File: src/rtl/lsbc_pkg.sv
// ----------------------------------------------------------------------------
// lsbc_pkg: shared types and constants for the segment clipper
// Widths of the coordinate, ratio and parameter paths, the beat structs, the
// per-edge divider lane record and the lane setup function.
// ----------------------------------------------------------------------------
`default_nettype none

package lsbc_pkg;

   localparam int COORD_BITS = 16;
   localparam int FRAC_BITS  = 16;
   localparam int DIFF_BITS  = COORD_BITS + 1;   // differences of two coordinates
   localparam int U_BITS     = FRAC_BITS + 1;    // u in [0, 1.0]
   localparam int QUO_BITS   = FRAC_BITS + 2;    // raw quotient, one extra round bit
   localparam int DVS_BITS   = DIFF_BITS + 1;    // divisor is 2*|p|
   localparam int REM_BITS   = DVS_BITS + 1;
   localparam int R_BITS     = QUO_BITS + 2;     // signed ratio
   localparam int PROD_BITS  = DIFF_BITS + U_BITS;
   localparam int NUM_CELLS  = QUO_BITS;         // one quotient bit per cell
   localparam int NUM_EDGES  = 4;

   localparam logic [U_BITS-1:0] U_ONE = U_BITS'(1) << FRAC_BITS;

   typedef enum logic [1:0] {
      REG_X_MIN = 2'd0,
      REG_Y_MIN = 2'd1,
      REG_X_MAX = 2'd2,
      REG_Y_MAX = 2'd3
   } csr_index_type;

   typedef struct packed {
      logic signed [COORD_BITS-1:0] start_x;
      logic signed [COORD_BITS-1:0] start_y;
      logic signed [COORD_BITS-1:0] end_x;
      logic signed [COORD_BITS-1:0] end_y;
   } req_type;

   typedef struct packed {
      logic                         accepted;
      logic signed [COORD_BITS-1:0] clipped_start_x;
      logic signed [COORD_BITS-1:0] clipped_start_y;
      logic signed [COORD_BITS-1:0] clipped_end_x;
      logic signed [COORD_BITS-1:0] clipped_end_y;
   } rsp_type;

   // one edge test in flight through the divider row
   typedef struct packed {
      logic [REM_BITS-1:0] rem;
      logic [DVS_BITS-1:0] dvs;
      logic [QUO_BITS-1:0] quo;
      logic                sat;     // |q| >= 2|p|: ratio is at least 2.0
      logic                pneg;
      logic                pzero;
      logic                qneg;
   } lane_type;

   typedef struct packed {
      lane_type [NUM_EDGES-1:0]    lane;
      logic signed [DIFF_BITS-1:0] sx;
      logic signed [DIFF_BITS-1:0] sy;
      logic signed [DIFF_BITS-1:0] dx;
      logic signed [DIFF_BITS-1:0] dy;
   } item_type;

   function automatic logic [DIFF_BITS-1:0] mag(input logic signed [DIFF_BITS-1:0] v);
      mag = v[DIFF_BITS-1] ? DIFF_BITS'(-v) : DIFF_BITS'(v);
   endfunction

   // set up one edge: divide |q| by |p|
   function automatic lane_type make_lane(input logic signed [DIFF_BITS-1:0] p,
                                          input logic signed [DIFF_BITS-1:0] q);
      lane_type            l;
      logic [DIFF_BITS-1:0] aq;
      logic [DIFF_BITS-1:0] ap;
      aq      = mag(q);
      ap      = mag(p);
      l.rem   = REM_BITS'(aq);
      l.dvs   = {ap, 1'b0};
      l.quo   = '0;
      l.sat   = ({1'b0, aq} >= {ap, 1'b0});
      l.pneg  = p[DIFF_BITS-1];
      l.pzero = (p == '0);
      l.qneg  = q[DIFF_BITS-1];
      make_lane = l;
   endfunction

endpackage

`default_nettype wire

File: src/rtl/lsbc_tail.sv
// ----------------------------------------------------------------------------
// lsbc_tail: edge decisions, endpoint scaling and result register
// Stage A runs the left, right, bottom and top edge tests in order, stage B
// forms |d|*u, stage C rounds, adds the start point and holds the result beat.
// ----------------------------------------------------------------------------
`default_nettype none

module lsbc_tail (
   input  wire logic               clock,
   input  wire logic               reset,
   input  wire logic               in_valid,
   output logic                    in_ready,
   input  wire lsbc_pkg::item_type in_data,
   output logic                    rsp_valid,
   input  wire logic               rsp_ready,
   output lsbc_pkg::rsp_type       rsp_data
);

   localparam int UB = lsbc_pkg::U_BITS;
   localparam int DB = lsbc_pkg::DIFF_BITS;
   localparam int PB = lsbc_pkg::PROD_BITS;
   localparam int RB = lsbc_pkg::R_BITS;

   typedef struct packed {
      logic                 ok;
      logic [UB-1:0]        u1;
      logic [UB-1:0]        u2;
      logic signed [DB-1:0] sx;
      logic signed [DB-1:0] sy;
      logic signed [DB-1:0] dx;
      logic signed [DB-1:0] dy;
   } sta_type;

   typedef struct packed {
      logic                 ok;
      logic [PB-1:0]        p1x;
      logic [PB-1:0]        p1y;
      logic [PB-1:0]        p2x;
      logic [PB-1:0]        p2y;
      logic                 nx;
      logic                 ny;
      logic signed [DB-1:0] sx;
      logic signed [DB-1:0] sy;
   } stb_type;

   logic    a_valid_ff, b_valid_ff, c_valid_ff;
   logic    a_ready, b_ready, c_ready;
   sta_type a_ff, a_in;
   stb_type b_ff, b_in;
   lsbc_pkg::rsp_type c_ff, c_in;

   assign c_ready   = !c_valid_ff || rsp_ready;
   assign b_ready   = !b_valid_ff || c_ready;
   assign a_ready   = !a_valid_ff || b_ready;
   assign in_ready  = a_ready;
   assign rsp_valid = c_valid_ff;
   assign rsp_data  = c_ff;

   // stage A: edge tests left, right, bottom, top
   always_comb begin
      logic [lsbc_pkg::QUO_BITS:0]   qp1;
      logic [lsbc_pkg::QUO_BITS-1:0] m;
      logic [lsbc_pkg::QUO_BITS-1:0] mc;
      logic signed [RB-1:0]          r;
      logic signed [RB-1:0]          su1;
      logic signed [RB-1:0]          su2;
      logic                          ok;
      logic [UB-1:0]                 u1;
      logic [UB-1:0]                 u2;
      ok = 1'b1;
      u1 = '0;
      u2 = lsbc_pkg::U_ONE;
      for (int i = 0; i < lsbc_pkg::NUM_EDGES; i++) begin
         qp1 = {1'b0, in_data.lane[i].quo} + 1'b1;
         m   = in_data.lane[i].sat ? (lsbc_pkg::QUO_BITS'(lsbc_pkg::U_ONE) << 1)
                                   : qp1[lsbc_pkg::QUO_BITS:1];
         mc  = (m > lsbc_pkg::QUO_BITS'(lsbc_pkg::U_ONE))
               ? lsbc_pkg::QUO_BITS'(lsbc_pkg::U_ONE) : m;
         r   = (in_data.lane[i].qneg ^ in_data.lane[i].pneg)
               ? -$signed(RB'(mc)) : $signed(RB'(m));
         su1 = $signed(RB'(u1));
         su2 = $signed(RB'(u2));
         if (ok) begin
            if (in_data.lane[i].pzero) begin
               if (in_data.lane[i].qneg) ok = 1'b0;
            end else if (in_data.lane[i].pneg) begin
               if (r > su2) ok = 1'b0;
               else if (r > su1) u1 = r[UB-1:0];
            end else begin
               if (r < su1) ok = 1'b0;
               else if (r < su2) u2 = r[UB-1:0];
            end
         end
      end
      a_in.ok = ok;
      a_in.u1 = u1;
      a_in.u2 = u2;
      a_in.sx = in_data.sx;
      a_in.sy = in_data.sy;
      a_in.dx = in_data.dx;
      a_in.dy = in_data.dy;
   end

   // stage B: magnitude products
   always_comb begin
      logic [DB-1:0] adx;
      logic [DB-1:0] ady;
      adx     = lsbc_pkg::mag(a_ff.dx);
      ady     = lsbc_pkg::mag(a_ff.dy);
      b_in.ok  = a_ff.ok;
      b_in.p1x = PB'(adx) * PB'(a_ff.u1);
      b_in.p1y = PB'(ady) * PB'(a_ff.u1);
      b_in.p2x = PB'(adx) * PB'(a_ff.u2);
      b_in.p2y = PB'(ady) * PB'(a_ff.u2);
      b_in.nx  = a_ff.dx[DB-1];
      b_in.ny  = a_ff.dy[DB-1];
      b_in.sx  = a_ff.sx;
      b_in.sy  = a_ff.sy;
   end

   function automatic logic signed [lsbc_pkg::COORD_BITS-1:0] place(
         input logic signed [DB-1:0] s, input logic [PB-1:0] prod, input logic neg);
      logic [PB-1:0]        rnd;
      logic [DB-1:0]        m;
      logic signed [DB-1:0] v;
      rnd   = prod + (PB'(1) << (lsbc_pkg::FRAC_BITS - 1));
      m     = rnd[lsbc_pkg::FRAC_BITS +: DB];
      v     = neg ? s - $signed(m) : s + $signed(m);
      place = v[lsbc_pkg::COORD_BITS-1:0];
   endfunction

   // stage C: round, offset from start, zero on reject
   always_comb begin
      c_in = '0;
      if (b_ff.ok) begin
         c_in.accepted        = 1'b1;
         c_in.clipped_start_x = place(b_ff.sx, b_ff.p1x, b_ff.nx);
         c_in.clipped_start_y = place(b_ff.sy, b_ff.p1y, b_ff.ny);
         c_in.clipped_end_x   = place(b_ff.sx, b_ff.p2x, b_ff.nx);
         c_in.clipped_end_y   = place(b_ff.sy, b_ff.p2y, b_ff.ny);
      end
   end

   always_ff @(posedge clock) begin
      if (reset) begin
         a_valid_ff <= 1'b0;
         b_valid_ff <= 1'b0;
         c_valid_ff <= 1'b0;
      end else begin
         if (a_ready) a_valid_ff <= in_valid;
         if (b_ready) b_valid_ff <= a_valid_ff;
         if (c_ready) c_valid_ff <= b_valid_ff;
      end
   end

   always_ff @(posedge clock) begin
      if (a_ready && in_valid)   a_ff <= a_in;
      if (b_ready && a_valid_ff) b_ff <= b_in;
      if (c_ready && b_valid_ff) c_ff <= c_in;
   end

endmodule

`default_nettype wire

File: config.mk
export PLATFORM = sky130hd
export DESIGN_NAME = lsbc_tail
export DESIGN_NICKNAME = d
export VERILOG_FILES = /design/src/rtl/lsbc_pkg.sv /design/src/rtl/lsbc_tail.sv
export SDC_FILE = /design/constraint.sdc
export NUM_CORES = 2
export LEC_CHECK = 0
export BUFFER_PORTS_ARGS = -buffer_cell sky130_fd_sc_hd__clkbuf_2
export CAP_MARGIN = 20
export CORE_MARGIN = 2
export CORE_UTILIZATION = 55
export DETAILED_ROUTE_END_ITERATION = 10
export PLACE_DENSITY = 0.83
export SLEW_MARGIN = 20
export SYNTH_ARGS = -nofsm -noshare
export SYNTH_HDL_FRONTEND = slang
export SYNTH_SLANG_ARGS = --single-unit
File: constraint.sdc
create_clock -name clock -period 15.75 [get_ports clock]
set_input_delay 1.575 -clock clock [delete_from_list [all_inputs] [get_ports clock]]
set_output_delay 1.575 -clock clock [all_outputs]
set_load 0.005 [all_outputs]
==> results list <==
* Hold/Removal Path Class: reg2reg
- In this run the critical register-to-register path is captured at b_ff[135].
* Nets in the synthesized netlist: 8,391
- The critical path contains buffers and inverters numbering 3 combined.
* Drt via density: 5.843
- For the worst setup path, the data arrival time is 14,770 ps.
* Overflow left after global routing: 0
- Critical Path End: a_ff[72]
- Counting every instance in the synthesized netlist gives 6,635.
- Antenna viol nets, final: 0
- Across the run, the number of max-cap violations was 0.
- The synthesized netlist occupies a cell area of 58,400 µm².
- Final-report setup violation count: 0
* Crit Path Category: in2reg
- The top cell types in the final layout, fill and taps aside, are 1,145 x sky130_fd_sc_hd__inv_1, 980 x sky130_fd_sc_hd__nand2_1, 888 x sky130_fd_sc_hd__fa_1.
- CTS built an H-tree with a depth of 1.
- At the pin with the least slew margin, the transition time is 1093 ps.
- Broken down by cell family, the worst path's largest delay share belongs to compound AO/OA/AOI/OAI gates.
* Hold-fix buffers at CTS: 0
- The number of global-route vias before repair was 49,410.
- During synthesis, Yosys emitted a total of 0 warnings.
* Initial antenna violation count: 8
* Gpl congestion: 0.9421
- Post-detailed-placement half-perimeter wirelength: 115.5 mm
- Die H: 329.9 µm
- In the finished design, the share of the clock period the worst path needs comes to 0.9147.
* Top FF cell, synth: sky130_fd_sc_hd__edfxtp_1
* Share of synthesized area occupied by flip-flops and latches: 0.1393
* Area share of the largest cell type after synthesis: 0.3044
* Number of top-level pins: 375
* Initial core utilization: 0.5548
- Wire length of the first global-routing pass: 252.4 mm
* Fraction of registers with async set/reset: 0
- The final number of max-transition violations came to 0.
- Overall via count from detail_route: 47,210
* Area overhead of the layout relative to synthesis: 6.003%
- The run finished with clean final reports.
* Clock sink count: 272
* Endpoint type of the worst setup path: flip-flop
* Overall die width: 329.9 µm
* Clock-pin slew on the worst setup and hold paths: 70 ps
- The synthesized design spends more area on one cell type than any other, namely sky130_fd_sc_hd__fa_1.
* Clock buffer count from CTS: 28
- The die covers 108,800 µm².
* Headroom to the max-slew limit: 0.2639
* Max Root-Sink Buffers: 3
- Setup repair after global routing missed its margin: false
- Number of nets in the final layout: 8,420
- TritonCTS clock tree: done
- In the routed design, unresolved DRC markers number 0.
* Startpoint of the most critical setup path: in_data[75]
* Number of hold violations in the final report: 0
- On the worst path, the slowest cell contributes a delay of 750 ps.
- Counting distinct cell types in the post-synthesis netlist gives 112.
- Among all stages on the critical path, the largest delay is contributed by sky130_fd_sc_hd__nor4_1.
- Sum of negative setup slack: 0 ps
- On the final layout, the worst clock skew is 52.70 ps.
- Time the final worst path needs with I/O delays and setup: 14,410 ps
* Number of setup buffers added after CTS: 0
* Data required, critical path: 16,120 ps
- Ranking of synthesized cells by area: sky130_fd_sc_hd__fa_1 30%, sky130_fd_sc_hd__edfxtp_1 14%, sky130_fd_sc_hd__ha_1 12%
- Count of buffers inserted at the top-level ports: 224
- The detailed router finished its first iteration with 3,584 violations.
- The core region is 105,300 µm².
- For this run, the top clock speed supported by timing is 69.41 MHz.
- Most common cell after layout, fill and taps aside: sky130_fd_sc_hd__inv_1
- Root buffer cell: sky130_fd_sc_hd__clkbuf_16
* Launching point of the worst reg2reg path: a_ff[0]
- First drt pass iteration count: 8
* Ratio of cells with drive above 1 in the final layout: 0.07569
* Crit path launch type: primary input
- #FFs+latches synth: 272
- The initialized floorplan defines 119 standard-cell rows.
- Counting cells, the worst reg-to-reg path comes to 32.
- In this run the register-to-register setup slack is 6090 ps.
- EDFF count, synth: 269
- Post-Synthesis Mean Instance Area: 8.802 µm²
* Levels on crit path: 50
- Post_cts resized: 0
* Peak fanout along the critical path: 17
* Aggregate routed wire length: 155.0 mm
* Largest net degree at the start of global routing: 66
- Across every metal layer, demand over resource in global routing totals 0.2894.
* Instance count along the most critical hold path: 0
- In the final routed layout, each cell accounts on average for 19.18 µm.
- The most numerous cell type found on the critical path is sky130_fd_sc_hd__o21ai_0.
- Clock latency of the later-clocked register in the worst-skew pair: 620 ps
==> per-stage QoR <==
stage	setup WS [ps]	utilization	std cells	instance area, µm²	hold slack [ps]
3_5_place_dp	899.2	0.5791	8025	60960	404.5
4_1_cts	1561	0.5878	8076	61880	400.2
6_report	1343	0.5881	8080	61910	396.4
5_1_grt	473.5	0.5880	8076	61900	405.6
2_1_floorplan	3121	-	6635	58400	400.3
3_3_place_gp	1038	0.5791	8025	60960	404.1
==> registers in the layout, indices dropped and copies added, names as in the netlist <==
signal      cells
a_ff          101
a_valid_ff      1
b_ff          103
b_valid_ff      1
rsp_data       65
rsp_valid       1
==> layout make-up <==
type                    instances  area [µm²]
flip-flops and latches        272        8138
clock inverters                20       205.2
fillers                      8713       43360
well taps                    1391        1740
inverters                    1146        4302
diodes                          4       10.01
repair buffers                322        1857
clock buffers                  31       711.9
multi-input cells            4894       44940
==> synth_stat cells (106+ instances only) <==
cell,instances
sky130_fd_sc_hd__o21ai_0,137
sky130_fd_sc_hd__edfxtp_1,269
sky130_fd_sc_hd__nor3_1,110
sky130_fd_sc_hd__a21oi_1,188
sky130_fd_sc_hd__nand2_1,980
sky130_fd_sc_hd__inv_1,1145
sky130_fd_sc_hd__nor2_1,307
sky130_fd_sc_hd__xnor2_1,221
sky130_fd_sc_hd__ha_1,560
sky130_fd_sc_hd__clkbuf_1,275
sky130_fd_sc_hd__xor2_1,106
sky130_fd_sc_hd__nand3_1,127
sky130_fd_sc_hd__fa_1,888
sky130_fd_sc_hd__and2_1,401
==> worst min path at each step <==
stage	startpoint	endpoint
after floorplan	a_ff[34]	b_ff[0]
after global placement	a_ff[34]	b_ff[0]
after detailed placement	a_ff[64]	b_ff[30]
after CTS	a_ff[35]	b_ff[1]
after global routing	a_ff[35]	b_ff[1]
final	a_ff[35]	b_ff[1]
==> layer usage <==
layer  wire length (µm)  vias to the layer above  global-route usage
met2              73930                     2423              0.4931
li1                   -                    21310                   -
met1              58540                    23010              0.3616
met4               6962                       10              0.1191
met5                 67                        -                   0
met3              15470                      460             0.05483
==> cells by family after synthesis <==
| kind of cell | Yosys count | synth area share |
|---|---|---|
| AND/OR/NAND/NOR | 2302 | 0.1912 |
| buffers and inverters | 1469 | 0.09600 |
| adder cells (fa/ha/maj) | 1448 | 0.4244 |
| AO/OA/AOI/OAI | 739 | 0.08598 |
| XOR/XNOR | 327 | 0.04904 |
| flip-flops | 272 | 0.1393 |
| multiplexers | 78 | 0.01408 |
Power is left out: the tool's default activity adds up to more than one toggle a clock period on the data nets, which glitch-free logic cannot reach.
