[src/rtl/lsbc_pkg.sv]
// ----------------------------------------------------------------------------
// lsbc_pkg: shared types and constants for the segment clipper
// Widths of the coordinate, ratio and parameter paths, the beat structs, the
// per-edge divider lane record and the lane setup function.
// ----------------------------------------------------------------------------
`default_nettype none

package lsbc_pkg;

   localparam int COORD_BITS = 16;
   localparam int FRAC_BITS  = 16;
   localparam int DIFF_BITS  = COORD_BITS + 1;   // differences of two coordinates
   localparam int U_BITS     = FRAC_BITS + 1;    // u in [0, 1.0]
   localparam int QUO_BITS   = FRAC_BITS + 2;    // raw quotient, one extra round bit
   localparam int DVS_BITS   = DIFF_BITS + 1;    // divisor is 2*|p|
   localparam int REM_BITS   = DVS_BITS + 1;
   localparam int R_BITS     = QUO_BITS + 2;     // signed ratio
   localparam int PROD_BITS  = DIFF_BITS + U_BITS;
   localparam int NUM_CELLS  = QUO_BITS;         // one quotient bit per cell
   localparam int NUM_EDGES  = 4;

   localparam logic [U_BITS-1:0] U_ONE = U_BITS'(1) << FRAC_BITS;

   typedef enum logic [1:0] {
      REG_X_MIN = 2'd0,
      REG_Y_MIN = 2'd1,
      REG_X_MAX = 2'd2,
      REG_Y_MAX = 2'd3
   } csr_index_type;

   typedef struct packed {
      logic signed [COORD_BITS-1:0] start_x;
      logic signed [COORD_BITS-1:0] start_y;
      logic signed [COORD_BITS-1:0] end_x;
      logic signed [COORD_BITS-1:0] end_y;
   } req_type;

   typedef struct packed {
      logic                         accepted;
      logic signed [COORD_BITS-1:0] clipped_start_x;
      logic signed [COORD_BITS-1:0] clipped_start_y;
      logic signed [COORD_BITS-1:0] clipped_end_x;
      logic signed [COORD_BITS-1:0] clipped_end_y;
   } rsp_type;

   // one edge test in flight through the divider row
   typedef struct packed {
      logic [REM_BITS-1:0] rem;
      logic [DVS_BITS-1:0] dvs;
      logic [QUO_BITS-1:0] quo;
      logic                sat;     // |q| >= 2|p|: ratio is at least 2.0
      logic                pneg;
      logic                pzero;
      logic                qneg;
   } lane_type;

   typedef struct packed {
      lane_type [NUM_EDGES-1:0]    lane;
      logic signed [DIFF_BITS-1:0] sx;
      logic signed [DIFF_BITS-1:0] sy;
      logic signed [DIFF_BITS-1:0] dx;
      logic signed [DIFF_BITS-1:0] dy;
   } item_type;

   function automatic logic [DIFF_BITS-1:0] mag(input logic signed [DIFF_BITS-1:0] v);
      mag = v[DIFF_BITS-1] ? DIFF_BITS'(-v) : DIFF_BITS'(v);
   endfunction

   // set up one edge: divide |q| by |p|
   function automatic lane_type make_lane(input logic signed [DIFF_BITS-1:0] p,
                                          input logic signed [DIFF_BITS-1:0] q);
      lane_type            l;
      logic [DIFF_BITS-1:0] aq;
      logic [DIFF_BITS-1:0] ap;
      aq      = mag(q);
      ap      = mag(p);
      l.rem   = REM_BITS'(aq);
      l.dvs   = {ap, 1'b0};
      l.quo   = '0;
      l.sat   = ({1'b0, aq} >= {ap, 1'b0});
      l.pneg  = p[DIFF_BITS-1];
      l.pzero = (p == '0);
      l.qneg  = q[DIFF_BITS-1];
      make_lane = l;
   endfunction

endpackage

`default_nettype wire

[src/rtl/lsbc_cell.sv]
// ----------------------------------------------------------------------------
// lsbc_cell: one restoring division step for every edge lane
// Shifts each partial remainder, subtracts the divisor where it fits and
// appends one quotient bit; the rest of the beat rides along.
// ----------------------------------------------------------------------------
`default_nettype none

module lsbc_cell (
   input  wire logic              clock,
   input  wire logic              reset,
   input  wire logic              in_valid,
   output logic                   in_ready,
   input  wire lsbc_pkg::item_type in_data,
   output logic                   out_valid,
   input  wire logic              out_ready,
   output lsbc_pkg::item_type     out_data
);

   logic               valid_ff;
   lsbc_pkg::item_type data_ff, data_in;

   assign in_ready  = !valid_ff || out_ready;
   assign out_valid = valid_ff;
   assign out_data  = data_ff;

   // division step per lane
   always_comb begin
      logic [lsbc_pkg::REM_BITS-1:0] t;
      logic                          ge;
      data_in = in_data;
      for (int i = 0; i < lsbc_pkg::NUM_EDGES; i++) begin
         t  = {in_data.lane[i].rem[lsbc_pkg::REM_BITS-2:0], 1'b0};
         ge = (t >= lsbc_pkg::REM_BITS'(in_data.lane[i].dvs));
         data_in.lane[i].rem = ge ? t - lsbc_pkg::REM_BITS'(in_data.lane[i].dvs) : t;
         data_in.lane[i].quo = {in_data.lane[i].quo[lsbc_pkg::QUO_BITS-2:0], ge};
      end
   end

   always_ff @(posedge clock) begin
      if (reset) begin
         valid_ff <= 1'b0;
      end else if (in_ready) begin
         valid_ff <= in_valid;
      end
   end

   always_ff @(posedge clock) begin
      if (in_ready && in_valid) begin
         data_ff <= data_in;
      end
   end

endmodule

`default_nettype wire

[config.mk]
export PLATFORM = sky130hd
export DESIGN_NAME = lsbc_cell
export DESIGN_NICKNAME = d
export VERILOG_FILES = /design/src/rtl/lsbc_pkg.sv /design/src/rtl/lsbc_cell.sv
export SDC_FILE = /design/constraint.sdc
export NUM_CORES = 1
export LEC_CHECK = 0
export CORE_AREA = 5 5 235 237
export DETAILED_ROUTE_END_ITERATION = 10
export DIE_AREA = 0 0 240 242
export DONT_BUFFER_PORTS = 1
export PLACE_DENSITY_LB_ADDON = 0.08
export SLEW_MARGIN = 10
export SYNTH_ARGS = -nofsm -noshare
export SYNTH_HDL_FRONTEND = slang
export SYNTH_SLANG_ARGS = --single-unit
[constraint.sdc]
create_clock -name clock -period 9.6 [get_ports clock]
set_clock_uncertainty 0.15 [all_clocks]
set_input_delay 1.44 -clock clock [delete_from_list [all_inputs] [get_ports clock]]
set_output_delay 1.44 -clock clock [all_outputs]
set_load 0.1 [all_outputs]
==> results.md, run 1 <==
* Unrepaired setup endpoints after global routing: no
* WP data required at 9.73 ns
* Static leakage at 6.006 nW
* Switch share at 36.21%
* Area grow syn2layout at 15.80%
* First-pass GRT wire length at 61290 um
* Final wirelength at about 44000 um
* Cell area after layout at 15930 um2
* CTS sink cnt at 305
* Vias in the first global route at 8140
* Post-synth top area share at 66.36%
* Synthesis-stage register bit count at 305
* P per Cell Area at between 200 and 300 nW/um2
* Final net count at 1382
* CTS Hold Bufs at 0
* Synth warn at 0
* Fin. Hold Viols at 0
* Placeable Area at 53070 um2
* Register area at 9149 um2
* I/O pin count at ~600
* Dpl hpwl at 35010 um
* Drt pass-1 iters at 4
* Area of the multi-input gates at roughly 4200 um2
* Post-DR vias/cell at 4.577
* CTS Root Cell: clkbuf_16
* Syn_area_per_cell at 14.20 um2
* H-tree depth at 2
* Post CTS Setup Buffer Count at 0
* CP Cell Sequence: inv_1 > ha_1 > nand4_1 > or3_1 > nor3_1 > a2111oi_0 > o31a_1 > buf_4 > mux2_2
* Layout cell share with drive strength beyond 1 at 10.91%
* Post-synth EDFFs at a little over 300
* Ys flop type: edfxtp_1
* Die area at between 50000 and 60000 um2
* Initial cell density of the core at 25.92%
* Antenna-violating nets left at 0
* Pin count of the biggest net entering global routing at 122
* IO Port Bufs at 0
* Clock Tree Buf Depth at 3
* Total CTS buffers at 38
* DP Area at 14600 um2
* Critical path's largest stage delay at 0.79 ns
* Status: finished clean
* Setup TNS at 0 ns
* Internal Power at 2.702 mW
* Post-Place Cells at 1654
* Hold slack final at approximately 0.81 ns
* Initial antenna violation count at 14
* Drc violations at 0
* Synthesized instance count at 969
* Area leader, netlist: edfxtp_1
* GRT Total Usage at 14.37%
* Netlist Area Pre-Place at 13760 um2
* Clk_lat worst skew at 0.54 ns
* Max transition margin at 25.51%
* CP Data Arrival Time at 4.34 ns
* Synth cell types at 65
* Worst setup EP type: flip-flop
* Initial drt markers at 356
* Fmax at 0.2376 GHz
* Max stage delay cell, worst path: a2111oi_0
* CTS tree: yes
* Via Count at 7904
* Power share of the clock group at 35.5%
* Die W at 240 um
* Maximum vdd drop at around 0.14 mV
* Period utilization at 43.83%
* CP Class: in -> reg
* CP startpoint kind: input pin
* Part of the power in combinational logic at 8.7%
* Die Ht at 242 um
* Sequential element share of the synthesized area at 66.51%
* Placer's final routability congestion estimate at between 0.7 and 0.8
* Asr flop ratio synth at 0%
* Worst Tran Pin Value at between 1 and 1.5 ns
* Std-Cell Rows at 85
* Switching power at 1.533 mW
* DR WL/cell at 25.64 um
* Crit Path Max Fanout at 20
* Hold crit path type: in -> reg
* Top post-synthesis cells by area: edfxtp_1, ha_1, inv_1
* Clock transition at the registers of the reported paths at approximately 0.060 ns
* Flop pwr share at between 50% and 60%
* Mapped Nets at 1353
* Setup violators final at 0
* Max-slew violations at 0
* Max_cap viols at 0
* CTS resizes at 0
* Fill count at 5286
* Total grt overflow at 0
* Non-Filler Instances at 1727
* Tmin final at 4.208 ns
* Power, Total at 4.235 mW
-- worst max-delay path: cells and delay by family --
family                     cells  cell delay, ns
adders and majority gates      1            0.36
and+or+nand+nor                3            0.39
AOI/OAI and AO/OA              2            1.39
buffers and inverters          2            0.36
muxes                          1            0.37
-- final timing paths --
path	from	to	slack [ns]	cells after the start
hold / removal	reset	out_valid	0.81	1
hold reg to reg	out_valid	out_valid	1.16	3
setup / recovery	in_data[219]	out_data[227]	5.39	9
setup reg to reg	out_valid	out_data[202]	6.34	4
-- state kept, by name, summed over array words and instances (netlist names) --
register	flops
out_data	304
out_valid	1
-- per-stage QoR --
stage	util (%)	worst slack, ns
floorplan	-	2.879
global placement	27.51	4.854
detailed placement	27.51	4.807
CTS	30.00	5.380
global route	30.01	5.066
finish	30.02	5.392
-- synth_stat cells (3+ instances only) --
master / number
a21o_1: 37
nand2b_1: 4
clkbuf_1: 10
and2_1: 4
ha_1: 72
a211o_1: 4
o221ai_1: 3
and3_1: 5
a31oi_1: 6
a221oi_1: 3
nor2_1: 37
xor2_1: 25
mux2_2: 27
o21a_1: 9
inv_1: 87
o21bai_1: 6
nand4_1: 9
nor4_1: 3
nand3b_1: 4
o21ai_0: 52
a211oi_1: 8
a21oi_1: 54
nor3_1: 11
nand3_1: 10
fa_1: 4
buf_2: 6
edfxtp_1: 304
xnor2_1: 31
nand2_1: 61
mux2i_1: 3
nor2b_1: 13
mux2_4: 9
or3_1: 5
or2_2: 3
-- cell families (layout without fill, tap and decap cells) --
| group | after synthesis | in the layout | synth area share, % |
|---|---|---|---|
| compound gates | 213 | 213 | 10.16 |
| fa+ha+maj | 76 | 76 | 7.131 |
| buf+inv | 105 | 163 | 3.093 |
| other cells | 0 | 4 | 0 |
| mux | 39 | 39 | 3.411 |
| simple gates | 175 | 175 | 6.131 |
| flops | 305 | 305 | 66.51 |
| xor+xnor | 56 | 56 | 3.566 |
-- placed cells by master, fill, tap and decap left out, types with 4 or more instances in the layout --
cell type	Yosys	final
bufinv_16	0	6
clkbuf_16	0	41
nand2b_1	4	4
ha_1	72	72
o21bai_1	6	6
nand2_1	61	61
a211oi_1	8	8
xor2_1	25	25
mux2_4	9	9
nor2_1	37	37
nor3_1	11	11
buf_4	0	6
o21a_1	9	9
and3_1	5	5
xnor2_1	31	31
nand3_1	10	10
clkbuf_1	10	5
a211o_1	4	4
nand4_1	9	9
mux2_2	27	27
or3_1	5	5
diode_2	0	4
fa_1	4	4
a21o_1	37	37
a21oi_1	54	54
edfxtp_1	304	304
clkinv_1	0	9
o21ai_0	52	52
inv_1	87	87
a31oi_1	6	5
nand3b_1	4	4
nor2b_1	13	13
-- cell type report --
cell class | instances | area share [%]
flip-flops and latches | 305 | 57.43
diodes | 4 | 0.06284
well taps | 696 | 5.467
inverters | 87 | 2.050
repair buffers | 7 | 0.4085
clock buffers | 46 | 6.559
multi-input cells | 559 | 26.31
clock inverters | 23 | 1.712
-- routing by layer --
metal  global-route usage, %  part of all wire, %  wire (um)
met1                   14.49                   34      15130
met2                   25.64                   51      22750
met3                   7.741                   12       5267
met4                   4.022                  2.4       1055
met5                       0                 0.17         74
-- power by group through the flow --
stage / registers [mW] / logic [mW] / clock network [mW]
after floorplan: 2.36 / 0.294 / 0
after global placement: 2.40 / 0.371 / 0
after detailed placement: 2.40 / 0.370 / 0
after CTS: 2.37 / 0.374 / 1.57
after global routing: 2.37 / 0.413 / 1.63
final: 2.36 / 0.367 / 1.50
Note: power is estimated with default switching activity, not from simulation.
==> inputs of run 2 (changes only) <==
clock period = 4.2 ns   (was 9.6 ns; I/O delays follow)
==> run 2 against run 1 <==
  * Setup slack worse by 4.2 ns
  * Global-route usage increased by 0.42 points
  * Combinational power rose to 2.8 times the previous value
  * Sequential power up 130%
  * Core utilization grew 4.4 points
  * Non-clock buffer count grew 233
==> results.md, run 2 (synthesized netlist as in run 1, its figures left out) <==
* Hold slack final at 0.06298 ns (-0.7500 ns)
* Die Ht at 242 um (unchanged)
* Max-slew violations at 0 (unchanged)
* Static leakage at 6.989 nW (+16%)
* Period utilization at 72.57%
* Drc violations at 0 (unchanged)
* CP Data Arrival Time at 3.19 ns (-1.15 ns)
* Post CTS Setup Buffer Count at 0 (unchanged)
* Pin count of the biggest net entering global routing at 83 (-32%)
* Final net count at 1614 (+17%)
* Most frequent cells in the layout: edfxtp_1, dlygate4sd3_1, inv_1, ha_1, nand2_1
* Drt pass-1 iters at 4 (unchanged)
* Clk_lat worst skew at 0.54 ns (about the same)
* Fin. Hold Viols at 0 (unchanged)
* Initial antenna violation count at 9 (-5)
* Std-Cell Rows at 85 (unchanged)
* Setup violators final at 0 (unchanged)
* Non-Filler Instances at 1959 (+13%)
* Max transition margin at 23.73% (-1.8 points)
* Die area at 58080 um2 (unchanged)
* Antenna-violating nets left at 0 (unchanged)
* DR WL/cell at 23.43 um (-8.6%)
* Power, Total at 9.821 mW (+130%)
* CTS sink cnt at 305 (unchanged)
* Worst setup EP type: flip-flop
* Clock transition at the registers of the reported paths at 0.06 ns (about the same)
* Dpl hpwl at 34900 um (-0.31%)
* Commonest non-fill, non-tap cell in the layout: edfxtp_1
* Layout cell share with drive strength beyond 1 at 10.09% (-0.82 points)
* Initial cell density of the core at 25.92% (unchanged)
* Total grt overflow at 0 (unchanged)
* WP data required at 4.34 ns (-5.39 ns)
* Clock Tree Buf Depth at 3 (unchanged)
* Via Count at 8841 (+12%)
* Vias in the first global route at 9271 (+14%)
* Placer's final routability congestion estimate at 0.7738 (+0.60%)
* Post-DR vias/cell at 4.513 (-1.4%)
* CTS tree: yes
* H-tree depth at 2 (unchanged)
* Setup TNS at 0 ns (unchanged)
* P per Cell Area at 537.3 nW/um2 (+100%)
* Crit Path Max Fanout at 3 (-85%)
* Placeable Area at 53070 um2 (unchanged)
* Max_cap viols at 0 (unchanged)
* CP startpoint kind: input pin
* Unrepaired setup endpoints after global routing: no
* I/O pin count at 614 (unchanged)
* IO Port Bufs at 0 (unchanged)
* CP Class: in -> reg
* Tmin final at approximately 3 ns
* Initial drt markers at 363 (+2.0%)
* Total CTS buffers at 37 (-2.6%)
* Area grow syn2layout at 32.86%
* Hold crit path type: in -> reg
* First-pass GRT wire length at 64050 um (+4.5%)
* CTS Root Cell: clkbuf_16
* Worst Tran Pin Value at 1.147 ns (+0.02685 ns)
* GRT Total Usage at 14.79% (+0.42 points)
* Maximum vdd drop at 0.2985 mV (+110%)
* Post-Place Cells at 1662 (+0.48%)
* Fmax at roughly 0.33 GHz
* Status: finished clean
* Largest register FFs at 304 (unchanged)
* Final wirelength at 45890 um (+3.7%)
* Fin util at 34.44% (+4.4 points)
* Die W at 240 um (unchanged)
## run 2: cell types whose count changed in the layout (fill, tap and decap cells not counted), moves of 2 or more
| cell | before | now |
|---|---|---|
| buf_12 | 1 | 6 |
| buf_4 | 6 | 9 |
| clkbuf_16 | 41 | 39 |
| clkinv_1 | 9 | 3 |
| clkinvlp_4 | 3 | 6 |
| dlygate4sd3_1 | 0 | 225 |
| inv_6 | 3 | 5 |
| inv_8 | 0 | 2 |
## run 2: worst paths after layout
| check | startpoint | end | slack (ns) | depth (start not counted) |
|---|---|---|---|---|
| worst max-delay path | in_data[90] | out_data[126] | 1.15 | 10 |
| worst min-delay path | in_valid | out_valid | 0.06 | 2 |
| worst max register to register | out_valid | out_data[282] | 1.43 | 4 |
| worst min register to register | out_valid | out_valid | 1.02 | 3 |
## run 2: what timing repair did
| item | 4_1_cts | 5_1_grt |
|---|---|---|
| hold endpoints to repair | 225 | 0 |
| gates resized for setup | 0 | 0 |
| hold buffers | 225 | 0 |
| endpoints found under the setup margin | 0 | 0 |
## run 2: power breakdown
part / leakage (nW) / internal [mW] / switching, mW / total, mW
Sequential: 2.95 / 3.67 / 1.73 / 5.40
Combinational: 3.43 / 0.515 / 0.529 / 1.04
Clock: 0.612 / 2.03 / 1.35 / 3.38
Total: 6.99 / 6.22 / 3.60 / 9.82
## run 2: per-layer routing
layer	vias up	track usage, %	wire length [um]
li1	4162	-	-
met1	4221	15.25	16340
met2	382	26.86	23490
met3	66	6.500	4653
met4	10	4.573	1348
met5	-	0	56
## run 2: cell type report
| class | instances | area, um2 |
|---|---|---|
| Fill cell | 5162 | 34790 |
| Sequential cell | 305 | 9149 |
| Timing Repair Buffer | 240 | 2440 |
| Clock buffer | 43 | 991.0 |
| Tap cell | 696 | 870.8 |
| Multi-Input combinational cell | 559 | 4193 |
| Antenna cell | 4 | 10.01 |
| Clock inverter | 25 | 296.5 |
| Inverter | 87 | 326.6 |
## run 2: worst max-delay path: stages
cell and delay [ns]:
inv_1 0.07, fa_1 0.47, a21o_1 0.20, a21oi_1 0.28
o21ai_0 0.13, o211a_1 0.17, a41oi_1 0.35, a21oi_1 0.18
a221oi_1 0.34, mux2_2 0.37
## run 2: stage by stage
stage                     area [um2]  worst slack (ns)
final                          18280             1.152
after global routing           18270            0.9732
after CTS                      18270             1.164
after detailed placement       14730            0.5745
after global placement         14730            0.5845
after floorplan                13760            0.1182
==> inputs of run 3 (changes only) <==
clock period = 2.65 ns   (was 4.2 ns; I/O delays follow)
==> run 3 against run 2 <==
  * Core utilization grew 5.5 points
  * Sequential share of layout area shrank 6.9 points
  * Count of clock-buffer cells in the layout grew 2
  * Total power grew 62%
  * Via count grew 15%
  * Combinational power grew to 3.5 times the previous value
  * Design area grew 16%
  * First-iteration DRC count grew 18%
  * Critical path depth shrank 1
  * Wire length grew 8.1%
  * Critical path type unchanged
  * Largest power group unchanged
==> results.md, run 3 (synthesized netlist as in run 1, its figures left out) <==
* Status: finished clean
* WP data required at 2.78 ns (-1.56 ns)
* CP Class: in -> reg
* Std-Cell Rows at 85 (unchanged)
* Post CTS Setup Buffer Count at 0 (unchanged)
* Post-Place Cells at 1938 (+17%)
* Die W at 240 um (unchanged)
* Post-DR vias/cell at 4.419 (-2.1%)
* Total CTS buffers at 37 (unchanged)
* Static leakage at 8.631 nW (+23%)
* Hold Path Stages at 2 (unchanged)
* Total grt overflow at 0 (unchanged)
* Worst setup EP type: flip-flop
* Vias in the first global route at 10890 (+17%)
* Most frequent cells in the layout: edfxtp_1, dlygate4sd3_1, buf_4, inv_1, ha_1
* Commonest non-fill, non-tap cell in the layout: edfxtp_1
* Die area at 58080 um2 (unchanged)
* Max_cap viols at 0 (unchanged)
* Power, Total at 15.86 mW (+62%)
* Pre-CTS WS at -0.3816 ns (-0.9560 ns)
* Final net count at 1962 (+22%)
* Clock transition at the registers of the reported paths at 0.06 ns (about the same)
* Hold slack final at 0.05276 ns (-0.01022 ns)
* H-tree depth at 2 (unchanged)
* Layout cell share with drive strength beyond 1 at 26.71% (+17 points)
* Worst Tran Pin Value at 0.9491 ns (-0.1974 ns)
* Period utilization at 94.26%
* First-pass GRT wire length at 70860 um (+11%)
* Fill count at 5049 (-2.2%)
* Hold crit path type: in -> reg
* R2R Setup Slk at 0.80 ns (-0.63 ns)
* Setup TNS at 0 ns (unchanged)
* CP startpoint kind: input pin
* Clk_lat worst skew at 0.53 ns (about the same)
* I/O pin count at 614 (unchanged)
* Unrepaired setup endpoints after global routing: no
* GRT Total Usage at 16.11% (+1.3 points)
* Non-Filler Instances at 2304 (+18%)
* Final wirelength at 49630 um (+8.1%)
* Hold Crit Endpoint: out_data[241]
* Start of the worst register-to-register path: out_valid
* CTS sink cnt at 305 (unchanged)
* Fmax at 0.4003 GHz
* CTS tree: yes
* Die Ht at 242 um (unchanged)
* Maximum vdd drop at 0.5319 mV (+78%)
* P per Cell Area at 748.0 nW/um2 (+39%)
* Largest register FFs at 304 (unchanged)
* Antenna-violating nets left at 0 (unchanged)
* R2R cell count at 3 (-1)
* Hold path start: in_data[240]
* Max transition margin at 36.86% (+13 points)
* Dpl hpwl at 36720 um (+5.2%)
* PnR worst setup slack at 0.1521 ns (-0.9998 ns)
* Register area at 9153 um2 (about the same)
* Initial cell density of the core at 25.92% (unchanged)
* Drt pass-1 iters at 6 (+2)
* Area grow syn2layout at 54.16%
* Tmin final at between 2 and 2.5 ns
* Via Count at 10180 (+15%)
* DR WL/cell at 21.54 um (-8.1%)
* Initial drt markers at 427 (+18%)
* Max-slew violations at 0 (unchanged)
* RR Endpoint: out_data[263]
* Placer's final routability congestion estimate at 0.7808 (+0.90%)
* Fin. Hold Viols at 0 (unchanged)
* Crit Path Max Fanout at 3 (unchanged)
* CP Data Arrival Time at 2.63 ns (-0.56 ns)
* Initial antenna violation count at 6 (-3)
* CTS Root Cell: clkbuf_16
* Area of the multi-input gates at 4379 um2 (+4.4%)
* Clock Tree Buf Depth at 3 (unchanged)
* Drc violations at 0 (unchanged)
* IO Port Bufs at 0 (unchanged)
* Pin count of the biggest net entering global routing at 80 (-3.6%)
* Setup violators final at 0 (unchanged)
* Placeable Area at 53070 um2 (unchanged)
run 3: per-layer routing:
layer / track usage, % / vias up / share of wire, %
met4: 5.023 / 4 / 3.0
met5: 0 / - / 0.042
li1: - / 4859 / -
met1: 17.86 / 4804 / 37
met3: 6.250 / 75 / 9.7
met2: 28.42 / 440 / 50
run 3: worst max path at each step:
stage                  from             to  slack, ns  cells after the start
2_1_floorplan     out_valid    out_data[0]      -0.89                      2
3_3_place_gp   in_data[226]  out_data[244]      -0.34                      9
3_5_place_dp   in_data[226]  out_data[244]      -0.38                      9
4_1_cts        in_data[226]  out_data[244]       0.19                      9
5_1_grt        in_data[267]  out_data[297]       0.05                     10
6_report       in_data[226]  out_data[244]       0.15                      9
run 3: per-stage QoR:
stage	util, %	cell area [um2]
floorplan	-	14010
global placement	32.13	17050
detailed placement	32.13	17050
CTS	39.95	21200
global route	39.95	21200
finish	39.96	21210
run 3: worst max-delay path, stage by stage:
cell and delay, ns:
fa_2 0.39, a21o_1 0.22, a211oi_2 0.20, nor2_1 0.09
o41ai_2 0.40, o221ai_1 0.25, a21o_1 0.20, a21oi_1 0.13
mux2_2 0.34
run 3: cell type report:
cell class / count / share of cell area, %
diodes: 2 / 0.02360
clock buffers: 45 / 4.709
clock inverters: 22 / 0.8497
inverters: 87 / 1.646
multi-input cells: 559 / 20.65
flip-flops and latches: 305 / 43.16
well taps: 696 / 4.107
repair buffers: 588 / 24.85
run 3: repair_timing:
item	CTS	global route
hold buffers	297	0
setup endpoints to repair	0	0
gates resized for setup	0	0
hold endpoints to repair	298	0
run 3: where the power goes:
group          leakage, nW  switching, mW  internal, mW  total, mW
Combinational         5.10           2.33          1.35       3.68
Clock                0.579           2.09          2.90       4.99
Sequential            2.95           1.40          5.80       7.20
